### config.mk
export PLATFORM = sky130hd
export DESIGN_NAME = sha256_hash_engine
export DESIGN_NICKNAME = d
export VERILOG_FILES = /design/src/hdl/sha_pkg.sv /design/src/hdl/sha256_hash_engine.sv /design/src/hdl/sha_ram.sv /design/src/hdl/sha_round.sv
export SDC_FILE = /design/constraint.sdc
export NUM_CORES = 2
export LEC_CHECK = 0
export ABC_AREA = 1
export BUFFER_PORTS_ARGS = -buffer_cell sky130_fd_sc_hd__buf_2
export CAP_MARGIN = 20
export CORE_MARGIN = 4
export CORE_UTILIZATION = 55
export DETAILED_ROUTE_END_ITERATION = 10
export PLACE_DENSITY = 0.67
export SYNTH_ARGS = -nofsm -noshare
export SYNTH_HDL_FRONTEND = slang
export SYNTH_SLANG_ARGS = --single-unit
### constraint.sdc
create_clock -name clk -period 21.8 [get_ports clk]
set_input_delay 3.27 -clock clk [delete_from_list [all_inputs] [get_ports clk]]
set_output_delay 3.27 -clock clk [all_outputs]
set_load 0.1 [all_outputs]
### src/hdl/sha_pkg.sv
// sha-256 engine package: shared types, constants and round functions
// used by the top level, the round datapath and the checker; no dependencies
`timescale 1ns / 1ps

package sha_pkg;

  typedef struct packed {
    logic       command;
    logic [7:0] data_byte;
  } in_beat_t;

  typedef struct packed {
    logic [31:0] digest_word;
    logic [2:0]  word_index;
    logic        last_word;
  } out_beat_t;

  localparam logic CMD_ABSORB = 1'b0;
  localparam logic CMD_FINISH = 1'b1;

  typedef enum logic [3:0] {
    ST_IDLE,     // waiting for a beat
    ST_LOAD,     // load working vars from chain memory
    ST_ROUND,    // 64 rounds
    ST_UPDATE,   // add working vars into chain memory
    ST_PAD,      // write padding bytes into the block buffer
    ST_EMIT,     // read chain word
    ST_OUT,      // hold digest word until taken
    ST_INIT      // rewrite initial hash values
  } state_t;

  function automatic logic [31:0] init_hash(input logic [2:0] i);
    logic [31:0] r;
    unique case (i)
      3'd0: r = 32'h6a09e667;
      3'd1: r = 32'hbb67ae85;
      3'd2: r = 32'h3c6ef372;
      3'd3: r = 32'ha54ff53a;
      3'd4: r = 32'h510e527f;
      3'd5: r = 32'h9b05688c;
      3'd6: r = 32'h1f83d9ab;
      default: r = 32'h5be0cd19;
    endcase
    return r;
  endfunction

  localparam logic [31:0] ROUND_K [64] = '{
    32'h428a2f98, 32'h71374491, 32'hb5c0fbcf, 32'he9b5dba5, 32'h3956c25b, 32'h59f111f1,
    32'h923f82a4, 32'hab1c5ed5, 32'hd807aa98, 32'h12835b01, 32'h243185be, 32'h550c7dc3,
    32'h72be5d74, 32'h80deb1fe, 32'h9bdc06a7, 32'hc19bf174, 32'he49b69c1, 32'hefbe4786,
    32'h0fc19dc6, 32'h240ca1cc, 32'h2de92c6f, 32'h4a7484aa, 32'h5cb0a9dc, 32'h76f988da,
    32'h983e5152, 32'ha831c66d, 32'hb00327c8, 32'hbf597fc7, 32'hc6e00bf3, 32'hd5a79147,
    32'h06ca6351, 32'h14292967, 32'h27b70a85, 32'h2e1b2138, 32'h4d2c6dfc, 32'h53380d13,
    32'h650a7354, 32'h766a0abb, 32'h81c2c92e, 32'h92722c85, 32'ha2bfe8a1, 32'ha81a664b,
    32'hc24b8b70, 32'hc76c51a3, 32'hd192e819, 32'hd6990624, 32'hf40e3585, 32'h106aa070,
    32'h19a4c116, 32'h1e376c08, 32'h2748774c, 32'h34b0bcb5, 32'h391c0cb3, 32'h4ed8aa4a,
    32'h5b9cca4f, 32'h682e6ff3, 32'h748f82ee, 32'h78a5636f, 32'h84c87814, 32'h8cc70208,
    32'h90befffa, 32'ha4506ceb, 32'hbef9a3f7, 32'hc67178f2
  };

  function automatic logic [31:0] rotr(input logic [31:0] x, input int unsigned n);
    return (x >> n) | (x << (32 - n));
  endfunction

endpackage

### src/hdl/sha256_hash_engine.sv
// sha-256 engine top level: control sequencer, block, schedule and chain memories
// depends on sha_pkg, sha_ram, sha_round
//
// One byte per beat. A data beat is written to the block buffer memory and the
// next beat can follow on the next cycle. The 64th byte starts a compression
// with the input stalled: the working words are loaded from the chain memory,
// then 64 rounds run (four byte reads or four window reads per round) and the
// working words are added back into the chain memory one word at a time. No
// new byte is taken until the compression completes. A finish beat pads the
// buffer and runs one compression, or two when fewer than eight bytes are free
// after the 0x80 (padding again before the second). Each of the eight digest
// beats is then read from the chain memory and held until taken, and the
// initial hash values are rewritten before the next beat is taken.
`timescale 1ns / 1ps

module sha256_hash_engine (
  input  logic              clk,
  input  logic              rst,
  input  logic              in_valid,
  output logic              in_stall,
  input  sha_pkg::in_beat_t in_data,
  output logic              out_valid,
  input  logic              out_stall,
  output sha_pkg::out_beat_t out_data
);

  sha_pkg::state_t state, state_next;

  logic [5:0]  fill_count;
  logic [63:0] byte_count;
  logic        finishing, second;   // in finish; another block follows
  logic [6:0]  cnt;                 // general step counter
  logic [5:0]  round;
  logic [1:0]  sub;                 // sub-step within a round
  logic [31:0] wacc;                // byte gather accumulator
  logic [31:0] w15, w2, w7;
  logic        init_done;
  logic        rnd_fire;            // round step, in the cycle after the last read
  logic [5:0]  prev_round;          // round that rnd_fire belongs to

  // block buffer memory
  logic       bb_we;
  logic [5:0] bb_wa, bb_ra;
  logic [7:0] bb_wd, bb_rd;
  sha_ram #(.Width(8), .Depth(64)) u_block (
    .clk(clk), .wr_en(bb_we), .wr_addr(bb_wa), .wr_data(bb_wd),
    .rd_addr(bb_ra), .rd_data(bb_rd));

  // schedule window memory
  logic        sw_we;
  logic [3:0]  sw_wa, sw_ra;
  logic [31:0] sw_wd, sw_rd;
  sha_ram #(.Width(32), .Depth(16)) u_sched (
    .clk(clk), .wr_en(sw_we), .wr_addr(sw_wa), .wr_data(sw_wd),
    .rd_addr(sw_ra), .rd_data(sw_rd));

  // chain value memory
  logic        cv_we;
  logic [2:0]  cv_wa, cv_ra;
  logic [31:0] cv_wd, cv_rd;
  sha_ram #(.Width(32), .Depth(8)) u_chain (
    .clk(clk), .wr_en(cv_we), .wr_addr(cv_wa), .wr_data(cv_wd),
    .rd_addr(cv_ra), .rd_data(cv_rd));

  // round datapath
  logic        rl_load, rl_step;
  logic [2:0]  rl_idx, rl_ridx;
  logic [31:0] rl_w, rl_rd;
  sha_round u_round (
    .clk(clk), .load(rl_load), .load_idx(rl_idx), .load_word(cv_rd),
    .step(rl_step), .round(prev_round), .w(rl_w), .rd_idx(rl_ridx), .rd_word(rl_rd));

  logic in_acc, out_acc;
  assign in_stall  = (state != sha_pkg::ST_IDLE) || !init_done;
  assign in_acc    = in_valid && !in_stall;
  assign out_valid = (state == sha_pkg::ST_OUT);
  assign out_acc   = out_valid && !out_stall;

  logic [63:0] bits;
  assign bits = {byte_count[60:0], 3'b000};

  // padding byte for buffer position cnt
  logic [7:0] pad_byte;
  always_comb begin
    if (!second && cnt[5:0] >= 6'd56) begin
      pad_byte = bits[6'(63 - 8 * cnt[2:0]) -: 8];
    end else begin
      pad_byte = 8'h00;
    end
  end

  // next state
  always_comb begin
    state_next = state;
    unique case (state)
      sha_pkg::ST_IDLE: begin
        if (in_acc) begin
          if (in_data.command == sha_pkg::CMD_FINISH) state_next = sha_pkg::ST_PAD;
          else if (fill_count == 6'd63) state_next = sha_pkg::ST_LOAD;
        end
      end
      sha_pkg::ST_PAD:    if (cnt == 7'd64) state_next = sha_pkg::ST_LOAD;
      sha_pkg::ST_LOAD:   if (cnt == 7'd8) state_next = sha_pkg::ST_ROUND;
      sha_pkg::ST_ROUND:  if (round == 6'd63 && sub == 2'd3) state_next = sha_pkg::ST_UPDATE;
      sha_pkg::ST_UPDATE: begin
        if (cnt == 7'd8) begin
          if (!finishing) state_next = sha_pkg::ST_IDLE;
          else if (second) state_next = sha_pkg::ST_PAD;
          else state_next = sha_pkg::ST_EMIT;
        end
      end
      sha_pkg::ST_EMIT:   state_next = sha_pkg::ST_OUT;
      sha_pkg::ST_OUT: begin
        if (out_acc) state_next = (cnt[2:0] == 3'd7) ? sha_pkg::ST_INIT : sha_pkg::ST_EMIT;
      end
      sha_pkg::ST_INIT:   if (cnt == 7'd7) state_next = sha_pkg::ST_IDLE;
      default:            state_next = sha_pkg::ST_IDLE;
    endcase
  end

  // schedule word from window reads w15,w2,w7 and current sw_rd (w16)
  logic [31:0] s0, s1, wsched;
  always_comb begin
    s0 = sha_pkg::rotr(w15, 7) ^ sha_pkg::rotr(w15, 18) ^ (w15 >> 3);
    s1 = sha_pkg::rotr(w2, 17) ^ sha_pkg::rotr(w2, 19) ^ (w2 >> 10);
    wsched = s1 + w7 + s0 + sw_rd;
  end

  // memory and datapath controls
  // round sub-steps, r<16: sub0..3 read bytes, the fourth byte arrives next cycle
  // r>=16: sub0 read r-15, sub1 read r-2, sub2 read r-7, sub3 read r, then compute
  always_comb begin
    bb_we = 1'b0; bb_wa = fill_count; bb_wd = in_data.data_byte; bb_ra = '0;
    sw_we = 1'b0; sw_wa = round[3:0]; sw_wd = '0; sw_ra = '0;
    cv_we = 1'b0; cv_wa = cnt[2:0]; cv_wd = '0; cv_ra = cnt[2:0];
    rl_load = 1'b0; rl_step = 1'b0; rl_idx = 3'(cnt - 7'd1); rl_w = '0;
    rl_ridx = cnt[2:0];
    unique case (state)
      sha_pkg::ST_IDLE: begin
        bb_we = in_acc && (in_data.command == sha_pkg::CMD_ABSORB);
        if (in_acc && in_data.command == sha_pkg::CMD_FINISH) begin
          bb_we = 1'b1; bb_wd = 8'h80;
        end
      end
      sha_pkg::ST_PAD: begin
        // nothing to pad in the first block when the 0x80 took its last byte
        bb_we = (cnt < 7'd64) && (cnt[5:0] >= fill_count) &&
                !(second && fill_count == 6'd0);
        bb_wa = cnt[5:0]; bb_wd = pad_byte;
      end
      sha_pkg::ST_LOAD: begin
        rl_load = (cnt != 7'd0);
      end
      sha_pkg::ST_ROUND: begin
        if (round < 6'd16) begin
          bb_ra = {round[3:0], sub};
        end else begin
          unique case (sub)
            2'd0: sw_ra = 4'(round - 6'd15);
            2'd1: sw_ra = 4'(round - 6'd2);
            2'd2: sw_ra = 4'(round - 6'd7);
            default: sw_ra = round[3:0];
          endcase
        end
      end
      sha_pkg::ST_UPDATE: begin
        cv_we = (cnt != 7'd0) && (cnt < 7'd9);
        cv_wa = 3'(cnt - 7'd1);
        rl_ridx = 3'(cnt - 7'd1);
        cv_wd = cv_rd + rl_rd;
      end
      sha_pkg::ST_EMIT: ;
      sha_pkg::ST_OUT: begin
        cv_ra = 3'(cnt + 7'd1);
      end
      sha_pkg::ST_INIT: begin
        cv_we = 1'b1; cv_wd = sha_pkg::init_hash(cnt[2:0]);
      end
      default: ;
    endcase
    // round step and window write-back on the cycle after the last read
    if (rnd_fire) begin
      rl_step = 1'b1;
      rl_w = (prev_round >= 6'd16) ? wsched : {wacc[23:0], bb_rd};
      sw_we = 1'b1; sw_wa = prev_round[3:0]; sw_wd = rl_w;
    end
  end

  // round fire flag: tail step after gathering / reading
  always_ff @(posedge clk) begin
    if (rst) begin
      rnd_fire <= 1'b0;
    end else begin
      rnd_fire <= (state == sha_pkg::ST_ROUND) && (sub == 2'd3);
    end
  end

  // round number seen by the tail step
  always_ff @(posedge clk) begin
    prev_round <= round;
  end

  // sequential control state
  always_ff @(posedge clk) begin
    if (rst) begin
      state      <= sha_pkg::ST_INIT;
      fill_count <= '0;
      byte_count <= '0;
      finishing  <= 1'b0;
      second     <= 1'b0;
      cnt        <= '0;
      round      <= '0;
      sub        <= '0;
      init_done  <= 1'b0;
    end else begin
      state <= state_next;
      unique case (state)
        sha_pkg::ST_IDLE: begin
          cnt <= '0; round <= '0; sub <= '0;
          if (in_acc) begin
            if (in_data.command == sha_pkg::CMD_ABSORB) begin
              fill_count <= fill_count + 6'd1;
              byte_count <= byte_count + 64'd1;
            end else begin
              finishing <= 1'b1;
              second    <= (fill_count >= 6'd56);
              fill_count <= fill_count + 6'd1;
            end
          end
        end
        sha_pkg::ST_PAD: begin
          cnt <= (cnt == 7'd64) ? 7'd0 : cnt + 7'd1;
          if (cnt == 7'd64) begin
            round <= '0; sub <= '0;
          end
        end
        sha_pkg::ST_LOAD: begin
          cnt <= (cnt == 7'd8) ? 7'd0 : cnt + 7'd1;
        end
        sha_pkg::ST_ROUND: begin
          sub <= sub + 2'd1;
          if (sub == 2'd3) round <= round + 6'd1;
          if (round == 6'd63 && sub == 2'd3) cnt <= '0;
        end
        sha_pkg::ST_UPDATE: begin
          cnt <= (cnt == 7'd8) ? 7'd0 : cnt + 7'd1;
          if (cnt == 7'd8 && finishing && second) begin
            second     <= 1'b0;
            fill_count <= '0;
          end
        end
        sha_pkg::ST_EMIT: ;
        sha_pkg::ST_OUT: begin
          if (out_acc) cnt <= (cnt[2:0] == 3'd7) ? 7'd0 : cnt + 7'd1;
        end
        sha_pkg::ST_INIT: begin
          cnt <= (cnt == 7'd7) ? 7'd0 : cnt + 7'd1;
          if (cnt == 7'd7) begin
            init_done  <= 1'b1;
            finishing  <= 1'b0;
            fill_count <= '0;
            byte_count <= '0;
          end
        end
        default: ;
      endcase
    end
  end

  // byte gather and schedule operand capture
  always_ff @(posedge clk) begin
    if (state == sha_pkg::ST_ROUND && round < 6'd16 && sub != 2'd0) begin
      wacc <= {wacc[23:0], bb_rd};
    end
    if (state == sha_pkg::ST_ROUND && round >= 6'd16) begin
      if (sub == 2'd1) w15 <= sw_rd;
      if (sub == 2'd2) w2  <= sw_rd;
      if (sub == 2'd3) w7  <= sw_rd;
    end
  end

  // output register
  always_ff @(posedge clk) begin
    if (state == sha_pkg::ST_EMIT) begin
      out_data.digest_word <= cv_rd;
      out_data.word_index  <= cnt[2:0];
      out_data.last_word   <= (cnt[2:0] == 3'd7);
    end
  end

endmodule

### src/hdl/sha_ram.sv
// generic single-port-write, single-port-read ram with registered read
// no dependencies
`timescale 1ns / 1ps

module sha_ram #(
  parameter int Width = 32,
  parameter int Depth = 16
) (
  input  logic                     clk,
  input  logic                     wr_en,
  input  logic [$clog2(Depth)-1:0] wr_addr,
  input  logic [Width-1:0]         wr_data,
  input  logic [$clog2(Depth)-1:0] rd_addr,
  output logic [Width-1:0]         rd_data
);

  logic [Width-1:0] mem [Depth];

  // write port and registered read port
  always_ff @(posedge clk) begin
    if (wr_en) begin
      mem[wr_addr] <= wr_data;
    end
    rd_data <= mem[rd_addr];
  end

endmodule

### src/hdl/sha_round.sv
// sha-256 round datapath: eight working registers and one round per cycle while step is high
// depends on sha_pkg
`timescale 1ns / 1ps

module sha_round (
  input  logic        clk,
  input  logic        load,
  input  logic [2:0]  load_idx,
  input  logic [31:0] load_word,
  input  logic        step,
  input  logic [5:0]  round,
  input  logic [31:0] w,
  input  logic [2:0]  rd_idx,
  output logic [31:0] rd_word
);

  logic [31:0] v [8];
  logic [31:0] t1, t2, e, a;

  assign e = v[4];
  assign a = v[0];

  // round function
  always_comb begin
    t1 = v[7] + (sha_pkg::rotr(e, 6) ^ sha_pkg::rotr(e, 11) ^ sha_pkg::rotr(e, 25))
       + ((e & v[5]) ^ (~e & v[6])) + sha_pkg::ROUND_K[round] + w;
    t2 = (sha_pkg::rotr(a, 2) ^ sha_pkg::rotr(a, 13) ^ sha_pkg::rotr(a, 22))
       + ((a & v[1]) ^ (a & v[2]) ^ (v[1] & v[2]));
  end

  // working registers: serial load by index, or one round
  always_ff @(posedge clk) begin
    if (load) begin
      v[load_idx] <= load_word;
    end else if (step) begin
      v[7] <= v[6]; v[6] <= v[5]; v[5] <= v[4];
      v[4] <= v[3] + t1;
      v[3] <= v[2]; v[2] <= v[1]; v[1] <= v[0];
      v[0] <= t1 + t2;
    end
  end

  assign rd_word = v[rd_idx];

endmodule

==> flow_summary.json <==
{
  "rows": 151,
  "fin_nets": 9313,
  "wl_per_cell_um": 27.2,
  "dieArea_um2": 179000,
  "endpoint_kind": "flop",
  "grt_max_degree": 163,
  "tns_ns": 0,
  "numClockSinks": 1859,
  "cts-resized-gates": 0,
  "drc": 0,
  "cts_setup_buffers": 0,
  "synth_top_area_frac": 0.537,
  "start_util": 0.556,
  "hold_path_end": "prev_round[4]",
  "synth_cell_types": 67,
  "syn-num-nets": 9400,
  "min_path_type": "flop to flop",
  "max_clock_freq_ghz": 0.0831,
  "gr-total-overflow": 0,
  "yosysTopAreaCell": "edfxtp_1",
  "worstPathArrival_ns": 12.65,
  "vias": 71329,
  "drt-total-wl_mm": 310,
  "fill_cells": 13977,
  "cp-start-kind": "flop",
  "cp_num_buf_inv": 7,
  "track_usage": 0.340,
  "synthFlopType": "edfxtp_1",
  "r2r_cells": 41,
  "min_path_cells": 0,
  "crit_top_cell": "nand2_1",
  "htreeDepth": 4,
  "drt_pass1_iterations": 8,
  "place.gp.congestion": 1.01,
  "drive_above_1_share": 0.0686,
  "area_growth_pct": 9.84,
  "worstSkewPairLatency_ns": 0.88,
  "status": "finished, final reports clean",
  "hp-start": "round[4]",
  "io_pins": 51,
  "cts_tree": "done",
  "syn_area_um2": 94600,
  "via_per_inst": 6.26,
  "critical-path-max-stage-delay_ns": 0.97,
  "synthArstFlopShare": 0,
  "maxSlewViolCount": 0,
  "core_um2": 170000,
  "fin_skew_ns": 0.0468,
  "avgSynthCellArea_um2": 10.5,
  "syn_inst": 8997,
  "crit_slowest_cell": "o21ai_0",
  "initialDrtViolationCount": 9062,
  "synth-edff-count": 1692,
  "cts-buffers-inserted": 191,
  "crit_family": "compound AO/OA/AOI/OAI gates",
  "die_x_um": 423,
  "grt_pass1_wl_mm": 454,
  "rrSetupSlack_ns": 9.77,
  "worstPathMaxFanout": 17,
  "clockBufferDepth": 3,
  "period_minus_slack_ns": 12.03,
  "min_period_over_period": 0.552,
  "portBuffers": 50,
  "ant_nets": 0,
  "first_global_vias": 68270,
  "finalHoldViolations": 0,
  "die_y_um": 423,
  "worst_slew_pin_slew_ns": 1.26,
  "holdBufCountCts": 0,
  "cts-root-buf": "clkbuf_16",
  "seq_area_frac_synth": 0.572,
  "crit_required_ns": 22.42,
  "path_class": "flop to flop",
  "dpl.hpwl_mm": 207,
  "worst_r2r_startpoint": "w15[4]",
  "grt_setup_unrepaired": "no",
  "final-setup-viol-count": 0,
  "reg2reg_to": "u_round.v[4][26]",
  "yosysWarningCount": 0,
  "timing.slew.headroom": 0.149,
  "antenna_found_initial": 12,
  "ys_top_cells_by_area": "edfxtp_1 54%, o21ai_0 4.9%, nor2_1 4.4%",
  "clk_pin_slew_ns": 0.06,
  "maxCapViolations": 0,
  "yosys_register_bits": 1859
}
## layout by cell type (no fill, tap or decap), types with 29 or more instances in the layout
cell,count
a31oi_1,148
mux2_2,33
a21oi_1,393
xor2_1,190
buf_2,50
buf_4,114
o21ai_0,911
nand4_1,53
dfxtp_1,165
clkbuf_16,196
o211ai_1,123
diode_2,29
fa_1,188
nor2_1,1075
edfxtp_1,1692
clkinv_2,34
o22ai_1,153
o31ai_1,73
o221ai_1,129
mux2i_1,128
xnor2_1,157
inv_1,964
ha_1,202
a221oi_1,46
o311ai_1,31
nand3_1,260
clkinv_1,46
nor3_1,86
nand2_1,985
## worst max-delay path by stage
stage,start,endpoint,cells after the start
finish,w15[4],u_round.v[4][26],41
global route,w2[20],u_round.v[4][26],42
CTS,w15[6],u_round.v[4][26],44
detailed placement,w15[6],u_round.v[4][26],44
global placement,w15[4],u_round.v[4][26],42
floorplan,w2[20],u_round.v[0][31],45
## per-stage QoR
step                      area, µm²  hold slack, ns  std cells  utilization  worst slack [ns]
after floorplan               94600           0.364       8997            -             12.77
after global placement        97300           0.378      11002        0.571             10.32
after detailed placement      97300           0.379      11005        0.572             10.24
after CTS                    104000           0.394      11358        0.610             10.17
after global routing         104000           0.420      11389        0.610              9.39
final                        104000           0.394      11394        0.610              9.77
## cell families after synthesis
group	count (synthesis)	share of synthesized area
AND/OR/NAND/NOR	2582	0.112
AO/OA/AOI/OAI	2211	0.141
flip-flops	1859	0.572
buffers and inverters	1444	0.0589
adder cells (fa/ha/maj)	393	0.0668
XOR/XNOR	347	0.0321
multiplexers	161	0.0175
## sequential cells by signal, indices dropped and copies added, names as in the netlist, 7 cells and up
name,cells
out_data,36
u_sched.mem,512
u_chain.rd_data,32
u_block.mem,512
w7,32
u_sched.rd_data,32
u_block.rd_data,8
w2,32
w15,32
wacc,24
u_round.v,256
byte_count,61
u_chain.mem,256
cnt,7
## routing by layer
layer,share of wire,GRT usage
met2,0.46,0.531
met5,0.00012,0
met3,0.090,0.0635
met1,0.40,0.460
met4,0.054,0.171
## layout make-up
class                   count  area (µm²)  share of cell area
diodes                     29        72.6            0.000698
clock buffers             231        5130              0.0493
well taps                2295        2870              0.0276
flip-flops and latches   1859       54200               0.521
inverters                 988        3720              0.0358
multi-input cells        5694       35300               0.340
repair buffers            176        1290              0.0124
clock inverters           122        1340              0.0128
## worst reg2reg max path, delay by kind of cell, from the launching register on
family	cells	cell delay (ns)
AO/OA/AOI/OAI	10	4.02
XOR/XNOR	4	0.96
adder cells (fa/ha/maj)	9	3.90
buffers and inverters	7	0.93
flip-flops	1	0.48
AND/OR/NAND/NOR	11	1.51
## cell usage after synthesis (157+ instances only)
cell      count
clkbuf_1    364
inv_1       966
o21ai_0     917
edfxtp_1   1692
ha_1        202
nand2_1     990
xnor2_1     157
nand3_1     263
nor2_1     1098
xor2_1      190
fa_1        188
a21oi_1     393
dfxtp_1     167
Power is left out: the tool's default activity adds up to more than one toggle a clock period on the data nets, which glitch-free logic cannot reach.
